<file path="config.mk">
export PLATFORM = sky130hd
export DESIGN_NAME = stick_radial_deadzone_hysteresis
export DESIGN_NICKNAME = d
export VERILOG_FILES = /design/src/rtl/srdh_pkg.sv /design/src/rtl/stick_radial_deadzone_hysteresis.sv
export SDC_FILE = /design/constraint.sdc
export NUM_CORES = 2
export LEC_CHECK = 0
export BUFFER_PORTS_ARGS = -buffer_cell sky130_fd_sc_hd__buf_2
export CAP_MARGIN = 20
export CORE_ASPECT_RATIO = 0.6
export CORE_MARGIN = 4
export CORE_UTILIZATION = 58
export DETAILED_ROUTE_END_ITERATION = 12
export PLACE_DENSITY_LB_ADDON = 0.3
export SLEW_MARGIN = 20
export SYNTH_ARGS = -nofsm -noshare
export SYNTH_HDL_FRONTEND = slang
export SYNTH_SLANG_ARGS = --single-unit
</file>
<file path="constraint.sdc">
create_clock -name clock -period 30.2 [get_ports clock]
set_input_delay 4.53 -clock clock [delete_from_list [all_inputs] [get_ports clock]]
set_output_delay 4.53 -clock clock [all_outputs]
set_load 0.1 [all_outputs]
</file>
<file path="src/rtl/srdh_pkg.sv">
`timescale 1ns / 1ps

package srdh_pkg;

   localparam int CSR_IDX_W = 2;

   localparam logic [CSR_IDX_W-1:0] CSR_DEADZONE = 2'd0;
   localparam logic [CSR_IDX_W-1:0] CSR_PRESS    = 2'd1;
   localparam logic [CSR_IDX_W-1:0] CSR_RELEASE  = 2'd2;

   localparam int unsigned DEADZONE_RESET = 4915;
   localparam int unsigned PRESS_RESET    = 16384;
   localparam int unsigned RELEASE_RESET  = 14745;

   typedef enum logic [3:0] {
      ST_IDLE,
      ST_SQ_X,
      ST_SQ_Y,
      ST_ROOT,
      ST_DIFF,
      ST_MUL_X,
      ST_MUL_Y,
      ST_MUL_D,
      ST_SCALE,
      ST_BIAS,
      ST_DIV_INIT,
      ST_DIV,
      ST_DONE
   } srdh_state_type;

endpackage

</file>
<file path="src/rtl/stick_radial_deadzone_hysteresis.sv">
`timescale 1ns / 1ps
// A new sample is taken only in the idle state, once the previous result has gone into the
// output register; a magnitude at or inside the deadzone skips the multiplies and the divider.
// The work on each sample is done by the bit-serial square root (two bits of the sum per
// cycle) and the restoring divider (one bit per cycle).
// Reset is synchronous, active high: it clears the direction latches and the output
// valid, and loads the level registers with 4915, 16384 and 14745.
module stick_radial_deadzone_hysteresis #(
   parameter int SAMPLE_BITS = 16,
   localparam int REQ_W = ((2 * SAMPLE_BITS + 7) / 8) * 8,
   localparam int RSP_W = ((2 * SAMPLE_BITS + 12 + 7) / 8) * 8
) (
   input  logic                              clock,
   input  logic                              reset,
   input  logic                              req_tvalid,
   output logic                              req_tready,
   input  logic [REQ_W-1:0]                  req_tdata,   // raw_x, raw_y
   output logic                              rsp_tvalid,
   input  logic                              rsp_tready,
   // cond_x, cond_y, held_mask, pressed_mask, released_mask
   output logic [RSP_W-1:0]                  rsp_tdata,
   input  logic                              csr_wr_en,
   input  logic [srdh_pkg::CSR_IDX_W-1:0]    csr_index,
   input  logic [SAMPLE_BITS-2:0]            csr_wdata
);

   import srdh_pkg::*;

   localparam int N  = SAMPLE_BITS;
   localparam int LW = SAMPLE_BITS - 1;
   localparam int CW = $clog2(SAMPLE_BITS + 1);
   localparam logic [LW-1:0] FS_LV = '1;

   srdh_state_type state_ff, state_in;
   logic [CW-1:0]  cnt_ff, cnt_in;
   logic [3:0]     latch_ff, latch_in;
   logic           rsp_valid_ff, rsp_valid_in;
   logic [LW-1:0]  dz_ff, dz_in;
   logic [LW-1:0]  press_ff, press_in;
   logic [LW-1:0]  rel_ff, rel_in;

   logic [LW-1:0]    mag_ff [2];
   logic [LW-1:0]    mag_in [2];
   logic             neg_ff [2];
   logic             neg_in [2];
   logic [2*N-1:0]   s_ff, s_in;
   logic [N:0]       root_rem_ff, root_rem_in;
   logic [N-1:0]     root_ff, root_in;
   logic [N-1:0]     diff_ff, diff_in;
   logic [2*N-1:0]   den_ff, den_in;
   logic [3*N-1:0]   num_ff [2];
   logic [3*N-1:0]   num_in [2];
   logic [2*N-1:0]   rem_ff [2];
   logic [2*N-1:0]   rem_in [2];
   logic [LW-1:0]    q_ff [2];
   logic [LW-1:0]    q_in [2];
   logic             sat_ff [2];
   logic             sat_in [2];
   logic [RSP_W-1:0] rsp_data_ff, rsp_data_in;

   logic [N-1:0]   raw_w [2];
   logic [N-1:0]   abs_w [2];
   logic [LW-1:0]  mag_w [2];
   logic [LW-1:0]  dz_eff;
   logic [N-1:0]   mul_a, mul_b;
   logic [2*N-1:0] prod;
   logic [2*N:0]   dd;
   logic [LW-1:0]  qf_w [2];
   logic [N-1:0]   cond_w [2];
   logic [N:0]     defl_w [4];
   logic [3:0]     latch_next, pressed_w, released_w;

   // A deadzone at full scale behaves as one step below it, so the divisor stays nonzero.
   assign dz_eff = (dz_ff == FS_LV) ? (FS_LV - LW'(1)) : dz_ff;
   assign prod   = mul_a * mul_b;
   assign dd     = {den_ff, 1'b0};

   always_comb begin
      for (int i = 0; i < 2; i++) begin
         raw_w[i] = req_tdata[i*N +: N];
         abs_w[i] = raw_w[i][N-1] ? (~raw_w[i] + N'(1)) : raw_w[i];
         // Only the most negative code gives a magnitude above full scale.
         mag_w[i] = abs_w[i][N-1] ? FS_LV : abs_w[i][LW-1:0];
      end
   end

   always_comb begin
      for (int i = 0; i < 2; i++) begin
         qf_w[i]   = sat_ff[i] ? FS_LV : q_ff[i];
         cond_w[i] = neg_ff[i] ? (N'(0) - {1'b0, qf_w[i]}) : {1'b0, qf_w[i]};
      end
      defl_w[0] = (N+1)'(0) - {cond_w[1][N-1], cond_w[1]};
      defl_w[1] = {cond_w[1][N-1], cond_w[1]};
      defl_w[2] = (N+1)'(0) - {cond_w[0][N-1], cond_w[0]};
      defl_w[3] = {cond_w[0][N-1], cond_w[0]};
      for (int d = 0; d < 4; d++) begin
         latch_next[d] = latch_ff[d];
         pressed_w[d]  = 1'b0;
         released_w[d] = 1'b0;
         if (!latch_ff[d] && ($signed(defl_w[d]) >= $signed({2'b00, press_ff}))) begin
            latch_next[d] = 1'b1;
            pressed_w[d]  = 1'b1;
         end else if (latch_ff[d] && ($signed(defl_w[d]) < $signed({2'b00, rel_ff}))) begin
            latch_next[d] = 1'b0;
            released_w[d] = 1'b1;
         end
      end
   end

   always_comb begin
      logic [N+2:0] rt_rem4;
      logic [N+2:0] rt_trial;
      logic [2*N:0] dv_trial;

      state_in     = state_ff;
      cnt_in       = cnt_ff;
      latch_in     = latch_ff;
      rsp_valid_in = rsp_valid_ff;
      dz_in        = dz_ff;
      press_in     = press_ff;
      rel_in       = rel_ff;
      mag_in       = mag_ff;
      neg_in       = neg_ff;
      s_in         = s_ff;
      root_rem_in  = root_rem_ff;
      root_in      = root_ff;
      diff_in      = diff_ff;
      den_in       = den_ff;
      num_in       = num_ff;
      rem_in       = rem_ff;
      q_in         = q_ff;
      sat_in       = sat_ff;
      rsp_data_in  = rsp_data_ff;
      mul_a        = '0;
      mul_b        = '0;
      rt_rem4      = '0;
      rt_trial     = '0;
      dv_trial     = '0;
      req_tready   = (state_ff == ST_IDLE);

      if (csr_wr_en) begin
         case (csr_index)
            CSR_DEADZONE: dz_in    = csr_wdata;
            CSR_PRESS:    press_in = csr_wdata;
            CSR_RELEASE:  rel_in   = csr_wdata;
            default: ;
         endcase
      end

      if (rsp_valid_ff && rsp_tready) begin
         rsp_valid_in = 1'b0;
      end

      case (state_ff)
         ST_IDLE: begin
            if (req_tvalid) begin
               for (int i = 0; i < 2; i++) begin
                  mag_in[i] = mag_w[i];
                  neg_in[i] = raw_w[i][N-1];
               end
               state_in = ST_SQ_X;
            end
         end
         ST_SQ_X: begin
            mul_a    = {1'b0, mag_ff[0]};
            mul_b    = {1'b0, mag_ff[0]};
            s_in     = prod;
            state_in = ST_SQ_Y;
         end
         ST_SQ_Y: begin
            mul_a       = {1'b0, mag_ff[1]};
            mul_b       = {1'b0, mag_ff[1]};
            s_in        = s_ff + prod;
            root_rem_in = '0;
            root_in     = '0;
            cnt_in      = '0;
            state_in    = ST_ROOT;
         end
         ST_ROOT: begin
            // One root bit per cycle from the next two bits of the sum of squares.
            rt_rem4  = {root_rem_ff, s_ff[2*N-1 -: 2]};
            rt_trial = {1'b0, root_ff, 2'b01};
            if (rt_rem4 >= rt_trial) begin
               root_rem_in = rt_rem4[N:0] - rt_trial[N:0];
               root_in     = {root_ff[N-2:0], 1'b1};
            end else begin
               root_rem_in = rt_rem4[N:0];
               root_in     = {root_ff[N-2:0], 1'b0};
            end
            s_in   = {s_ff[2*N-3:0], 2'b00};
            cnt_in = cnt_ff + CW'(1);
            if (cnt_ff == CW'(N - 1)) begin
               state_in = ST_DIFF;
            end
         end
         ST_DIFF: begin
            if (root_ff > {1'b0, dz_eff}) begin
               diff_in  = root_ff - {1'b0, dz_eff};
               state_in = ST_MUL_X;
            end else begin
               for (int i = 0; i < 2; i++) begin
                  q_in[i]   = '0;
                  sat_in[i] = 1'b0;
               end
               state_in = ST_DONE;
            end
         end
         ST_MUL_X: begin
            mul_a     = {1'b0, mag_ff[0]};
            mul_b     = diff_ff;
            num_in[0] = (3*N)'(prod);
            state_in  = ST_MUL_Y;
         end
         ST_MUL_Y: begin
            mul_a     = {1'b0, mag_ff[1]};
            mul_b     = diff_ff;
            num_in[1] = (3*N)'(prod);
            state_in  = ST_MUL_D;
         end
         ST_MUL_D: begin
            mul_a    = {1'b0, FS_LV - dz_eff};
            mul_b    = root_ff;
            den_in   = prod;
            state_in = ST_SCALE;
         end
         ST_SCALE: begin
            // Twice the product times full scale: shift by N minus shift by one.
            for (int i = 0; i < 2; i++) begin
               num_in[i] = (num_ff[i] << N) - (num_ff[i] << 1);
            end
            state_in = ST_BIAS;
         end
         ST_BIAS: begin
            for (int i = 0; i < 2; i++) begin
               num_in[i] = num_ff[i] + (3*N)'(den_ff);
            end
            state_in = ST_DIV_INIT;
         end
         ST_DIV_INIT: begin
            // Any quotient bit at or above the sign position means saturation, so the
            // divider only has to produce the low LW bits.
            for (int i = 0; i < 2; i++) begin
               sat_in[i] = (num_ff[i][3*N-1 -: 2*N+1] >= dd);
               rem_in[i] = num_ff[i][N-1 +: 2*N];
               q_in[i]   = '0;
            end
            cnt_in   = '0;
            state_in = ST_DIV;
         end
         ST_DIV: begin
            for (int i = 0; i < 2; i++) begin
               dv_trial = {rem_ff[i], num_ff[i][N-2]};
               if (dv_trial >= dd) begin
                  rem_in[i] = dv_trial[2*N-1:0] - dd[2*N-1:0];
                  q_in[i]   = {q_ff[i][LW-2:0], 1'b1};
               end else begin
                  rem_in[i] = dv_trial[2*N-1:0];
                  q_in[i]   = {q_ff[i][LW-2:0], 1'b0};
               end
               num_in[i] = {num_ff[i][3*N-2:0], 1'b0};
            end
            cnt_in = cnt_ff + CW'(1);
            if (cnt_ff == CW'(N - 2)) begin
               state_in = ST_DONE;
            end
         end
         ST_DONE: begin
            // The result waits here only while the output register still holds one.
            if (!rsp_valid_ff || rsp_tready) begin
               rsp_valid_in = 1'b1;
               rsp_data_in  = RSP_W'({released_w, pressed_w, latch_next,
                                      cond_w[1], cond_w[0]});
               latch_in     = latch_next;
               state_in     = ST_IDLE;
            end
         end
         default: begin
            state_in = ST_IDLE;
         end
      endcase
   end

   always_ff @(posedge clock) begin
      if (reset) begin
         state_ff     <= ST_IDLE;
         cnt_ff       <= '0;
         latch_ff     <= '0;
         rsp_valid_ff <= 1'b0;
         dz_ff        <= LW'(DEADZONE_RESET);
         press_ff     <= LW'(PRESS_RESET);
         rel_ff       <= LW'(RELEASE_RESET);
      end else begin
         state_ff     <= state_in;
         cnt_ff       <= cnt_in;
         latch_ff     <= latch_in;
         rsp_valid_ff <= rsp_valid_in;
         dz_ff        <= dz_in;
         press_ff     <= press_in;
         rel_ff       <= rel_in;
      end
   end

   always_ff @(posedge clock) begin
      mag_ff      <= mag_in;
      neg_ff      <= neg_in;
      s_ff        <= s_in;
      root_rem_ff <= root_rem_in;
      root_ff     <= root_in;
      diff_ff     <= diff_in;
      den_ff      <= den_in;
      num_ff      <= num_in;
      rem_ff      <= rem_in;
      q_ff        <= q_in;
      sat_ff      <= sat_in;
      rsp_data_ff <= rsp_data_in;
   end

   assign rsp_tvalid = rsp_valid_ff;
   assign rsp_tdata  = rsp_data_ff;

endmodule

</file>
=== Word level (Yosys, flattened, before mapping) ===
Cells that the tools add are included.

* Add/sub/neg operators: 17
* $mul: 1
* Div/mod/pow operators: 0
* Order comparisons: 14
* Eq/ne operators: 22
* Shift-type cells: 0
* Muxes and demuxes: 51
* Bitwise gates (word level): 2
* Reduce and logical (&&, ||, !) cells: 39

{| class="wikitable"
|+ Operators by type and width
! operator !! count
|-
| case mux 48 bit (4 select lines) || 2
|-
| greater-or-equal comparator 33 bit || 4
|-
| case mux 64 bit (2 select lines) || 1
|-
| adder 48 x 32 -> 48 bit || 2
|-
| case mux 32 bit (3 select lines) || 1
|-
| subtractor 48 bit || 2
|-
| case mux 30 bit (3 select lines) || 1
|-
| 2-to-1 mux 16 bit || 4
|-
| 2-to-1 mux 32 bit || 2
|-
| case mux 16 bit (4 select lines) || 1
|-
| subtractor 32 bit || 2
|-
| case mux 4 bit (13 select lines) || 1
|-
| 2-to-1 mux 15 bit || 3
|-
| case mux 15 bit (3 select lines) || 1
|-
| greater-or-equal comparator 17 x 16 -> 1 bit || 2
|-
| less-than comparator 17 x 16 -> 1 bit || 2
|-
| case mux 17 bit (2 select lines) || 1
|-
| subtractor 1 x 16 -> 17 bit, first input constant || 2
|-
| adder 16 x 1 -> 16 bit, second input constant || 2
|-
| adder 32 bit || 1
|-
| greater-or-equal comparator 16 bit || 2
|-
| less-than comparator 16 bit || 2
|-
| multiplier 16 x 16 -> 32 bit || 1
|-
| inverter 16 bit || 2
|-
| 35 further kinds || 102
|}

* Register bits after elaboration: 440
* Latch bits: 0
* Bits in writable memories: 0
* ROM bits: 0
* Output and inout port bits: 50
* Word-level logic and storage cells: 175
* Memories: 0

=== Logic depth before layout (Yosys ltp) ===
* Word-level depth: 8
* Mapped depth: 42
* Gate-level depth less buffers: 40

=== Least setup slack after synthesis ===
OpenSTA, ideal clock, no wires.

* Kind: register to register
* Start: reg state_ff[3]
* End: reg s_ff[31], data pin
* Setup time: 264 ps
* Data arrival time: 10,168 ps
* Path slack: 19,768 ps
* Cell stages (with the launch flop): 37
* Path buffers: 3
* Cells stage by stage: dfxtp_1 > clkbuf_1 > nor2_1 > nand3_1 > inv_1 > clkbuf_1 > buf_1 > a21boi_1 > nor2_1 > fa_1 > fa_1 > fa_1 > fa_1 > fa_1 > inv_1 > fa_1 > inv_1 > ha_1 > and3_1 > a221oi_1 > o21ai_0 > a31oi_1 > o21ai_0 > a21oi_1 > o21ai_0 > xor2_1 > ha_1 > and3_1 > and3b_1 > a311o_1 > nor3_1 > o21ai_0 > nand2_1 > or4b_2 > o21ai_0 > o2111ai_1 > nor3b_1

* Longest elaborated chain between the ends: 6
* Elaborated cells between the ends (all ways): 14
* Classes of those cells: 1 x add/sub; 1 x mul; 6 x eq/ne; 3 x mux; 3 x reduce/logical

{| class="wikitable"
|+ Ends and longest elaborated chain
! item !! line !! RTL
|-
| start: declaration || stick_radial_deadzone_hysteresis.sv:34 || <nowiki>srdh_state_type state_ff, state_in;</nowiki>
|-
| start signal: assignment || stick_radial_deadzone_hysteresis.sv:293 || <nowiki>state_ff <= state_in;</nowiki>
|-
| == test 4 x 3 -> 1 bit, or another cell as far along || stick_radial_deadzone_hysteresis.sv:154 || <nowiki>case (state_ff)</nowiki>
|-
| OR reduction 2 bit (no source line) || -- ||
|-
| case mux 16 bit (4 select lines) or case mux 15 bit (3 select lines) (tied branches) || stick_radial_deadzone_hysteresis.sv:154 ||
|-
| multiplier 16 x 16 -> 32 bit (*) || stick_radial_deadzone_hysteresis.sv:75 || <nowiki>assign prod = mul_a * mul_b;</nowiki>
|-
| net prod[21] || stick_radial_deadzone_hysteresis.sv:66 || <nowiki>logic [2*N-1:0] prod;</nowiki>
|-
| adder 32 bit (*) || stick_radial_deadzone_hysteresis.sv:173 || <nowiki>s_in = s_ff + prod;</nowiki>
|-
| case mux 32 bit (3 select lines) (*) || stick_radial_deadzone_hysteresis.sv:154 ||
|-
| net s_in[31] || stick_radial_deadzone_hysteresis.sv:46 || <nowiki>logic [2*N-1:0] s_ff, s_in;</nowiki>
|-
| end signal: assignment || stick_radial_deadzone_hysteresis.sv:306 || <nowiki>s_ff <= s_in;</nowiki>
|-
| end: declaration || stick_radial_deadzone_hysteresis.sv:46 ||
|}

Mark *: on every way through the listed nets, which the timed path passes. The rest lies on a longest branch.
A chain may end at the register's enable or synchronous reset.

=== Worst setup path in the final report ===
* Start: reg state_ff[0]
* End: reg s_ff[31], data pin

Same word-level chain as after synthesis.

==> flow_metrics.env <==
export IMPL_worstSetupEndpointType="register"
export IMPL_fin_crit_ps=12690
export IMPL_critical_path_class="reg -> reg"
export IMPL_setup_viol=0
export IMPL_clock_latency_ps=670
export IMPL_syn_to_final_growth_pct=7.02
export IMPL_synth_area_um2=46800
export IMPL_crit_path_frequent_cell="fa_1"
export IMPL_hold_violations=0
export IMPL_grt_pass1_vias=39274
export IMPL_cts_max_level=2
export IMPL_clockRootBuffer="clkbuf_16"
export IMPL_detail_route_vias_per_cell=6.68
export IMPL_synth_cell_type_count=106
export IMPL_numPortBuffers=99
export IMPL_layout_common_cells="nand2_1, ha_1, nor2_1"
export IMPL_maxCapViolCount=0
export IMPL_grt_max_degree=88
export IMPL_wirelength_um=166000
export IMPL_async_flop_share_pct=0
export IMPL_cts_setup_buffers=0
export IMPL_ys_flop_type="edfxtp_1"
export IMPL_clockBufferDepth=3
export IMPL_layout_commonest_cell="nand2_1"
export IMPL_gp_congestion=1.09
export IMPL_grt_usage_pct=37.4
export IMPL_syn_inst=5408
export IMPL_antenna_found_initial=6
export IMPL_cp_slowest_stage_delay_ps=990
export IMPL_regToRegSetupSlack_ps=17510
export IMPL_die_w_um=375
export IMPL_fin_skew_ps=56.7
export IMPL_path_clk_slew_ps=70
export IMPL_final_cell_area_um2=50100
export IMPL_dieArea_um2=85500
export IMPL_drc=0
export IMPL_synth_warnings=0
export IMPL_cts_inserted_buffers=47
export IMPL_synth_seq_area_share_pct=27.0
export IMPL_final_layout_size_suffix_gt1_share_pct=5.89
export IMPL_finalSetupTns_ps=0
export IMPL_yosys_register_bits=440
export IMPL_ctsResizeCount=0
export IMPL_worstPathMaxFanout=87
export IMPL_final_nets=6213
export IMPL_cts_tree="done"
export IMPL_synth_edf_count=381
export IMPL_fin_hold_ws_ps=454
export IMPL_p_per_area_nw_per_um2=53.4
export IMPL_rsz0062_at_grt="false"
export IMPL_grt_overflow_total=0
export IMPL_postPlaceCellArea_um2=48400
export IMPL_dr_pass1_iters=9
export IMPL_clock_fmax_ghz=0.0788
export IMPL_maxSlewViolCount=0
export IMPL_ir_worst_vdd_mv=0.0915
export IMPL_clock_sinks=440
export IMPL_drtIter0Drc=6329
export IMPL_hp_class="reg -> reg"
export IMPL_ant_nets=0
export IMPL_leakagePower_nw=21.6
export IMPL_num_vias=43668
export IMPL_rows=80
export IMPL_grt_pass1_wl_um=247000
export IMPL_required_ps=30570
export IMPL_start_util_pct=58.7
export IMPL_core_area_um2=79700
export IMPL_outcome="completed"
export IMPL_worst_slew_pin_slew_ps=1400
export IMPL_arrival_ps=13060
export IMPL_pre_cts_slack_ps=17850
export IMPL_ioPinCount=104
export IMPL_relSlewSlack_pct=5.79
export IMPL_dp_hpwl_um=129000
export IMPL_fin_crit_sh_pct=42.0
export IMPL_setup_ws_ps=17510
export IMPL_die_y_um=228
export IMPL_crit_slowest_cell="clkinv_1"
export IMPL_syn_avg_cell_area_um2=8.66
export IMPL_cts_hold_buf=0
export IMPL_wl_per_cell_um=25.3
export IMPL_cp_start_kind="register"
[layer usage]
metal	track usage (%)	wire length [µm]	share of wire [%]	vias up
met2	44.9	58800	35	2939
met1	56.9	71400	43	20788
met5	0	135	0.081	-
li1	-	-	-	19631
met3	20.9	31800	19	302
met4	7.44	3510	2.1	8
[through the flow]
stage | instances | utilization, % | power, W
3_3_place_gp | 6445 | 60.8 | 0.00195
6_report | 6539 | 62.9 | 0.00268
5_1_grt | 6535 | 62.9 | 0.00282
2_1_floorplan | 5411 | - | 0.00160
3_5_place_dp | 6446 | 60.8 | 0.00197
4_1_cts | 6534 | 62.8 | 0.00262
[state kept, by name, indices dropped and copies added, names as in the netlist]
signal and flops:
cnt_ff 5, den_ff 32, diff_ff 16, dz_ff 15
latch_ff 4, mag_ff 30, neg_ff 2, num_ff 96
press_ff 15, q_ff 30, rel_ff 15, rem_ff 64
root_ff 16, root_rem_ff 17, rsp_tdata 44, rsp_tvalid 1
s_ff 32, sat_ff 2, state_ff 4
[power breakdown]
part | internal, W | total, W | switching [W]
combinational | 0.000439 | 0.00125 | 0.000809
clock | 0.000344 | 0.000647 | 0.000303
sequential | 0.000740 | 0.000782 | 0.0000420
total | 0.00152 | 0.00268 | 0.00115
[synth_stat cells, types with 23 or more instances]
cell type	number	share of area [%]
nor4_1	30	0.40
nand4_1	57	0.76
a22oi_1	71	1.1
and2_1	30	0.40
o21ai_1	24	0.26
edfxtp_1	381	24
a21o_1	155	2.5
and3_1	62	0.83
clkbuf_1	163	1.3
nand2_1	563	4.5
or3_1	40	0.53
nand2b_1	54	0.72
a211o_1	28	0.52
o211ai_1	49	0.79
o21bai_1	35	0.56
o221ai_1	25	0.47
dfxtp_1	59	2.5
a31oi_1	36	0.48
mux2i_1	64	1.4
ha_1	542	14
o21a_1	63	1.0
o22ai_1	24	0.32
nor2_1	481	3.9
nand3_1	96	1.0
xnor2_1	166	3.1
a21oi_1	399	4.3
o21ai_0	338	3.6
a211oi_1	53	0.85
nor2b_1	65	0.87
fa_1	187	8.0
o31ai_1	31	0.50
xor2_1	136	2.5
a21boi_0	23	0.37
inv_1	469	3.8
nor3_1	95	1.0
[cell families after synthesis]
family,count (synthesis),share of synthesized area [%]
compound gates,1536,21.3
flops,440,27.0
mux,66,1.42
fa+ha+maj,729,22.5
simple gates,1674,16.8
other cells,1,0.00801
xor+xnor,303,5.69
buf+inv,659,5.35
[cell type report]
cell class | count | area, µm²
antenna | 4 | 10.0
clock buffer | 59 | 1290
clock inverter | 29 | 338
fill | 6835 | 29600
inverter | 471 | 1770
multi-input combinational | 4312 | 31800
sequential | 440 | 12600
tap | 1066 | 1330
timing repair buffer | 158 | 936
[critical path: cells and delay by family (launching register included)]
kind                       cells  cell delay [ps]
AOI/OAI and AO/OA             11             3150
xor gates and xnor gates       1              370
adders and majority gates      8             3970
buffers and inverters          6             2110
DFF                            1              310
and+or+nand+nor                9             2470
[final timing paths]
path                    start          to  cells after the start
setup / recovery  state_ff[0]    s_ff[31]                     35
hold / removal     rel_ff[14]  rel_ff[14]                      2
setup reg to reg  state_ff[0]    s_ff[31]                     35
hold reg to reg    rel_ff[14]  rel_ff[14]                      2
Power figures use the tool's default switching activity.
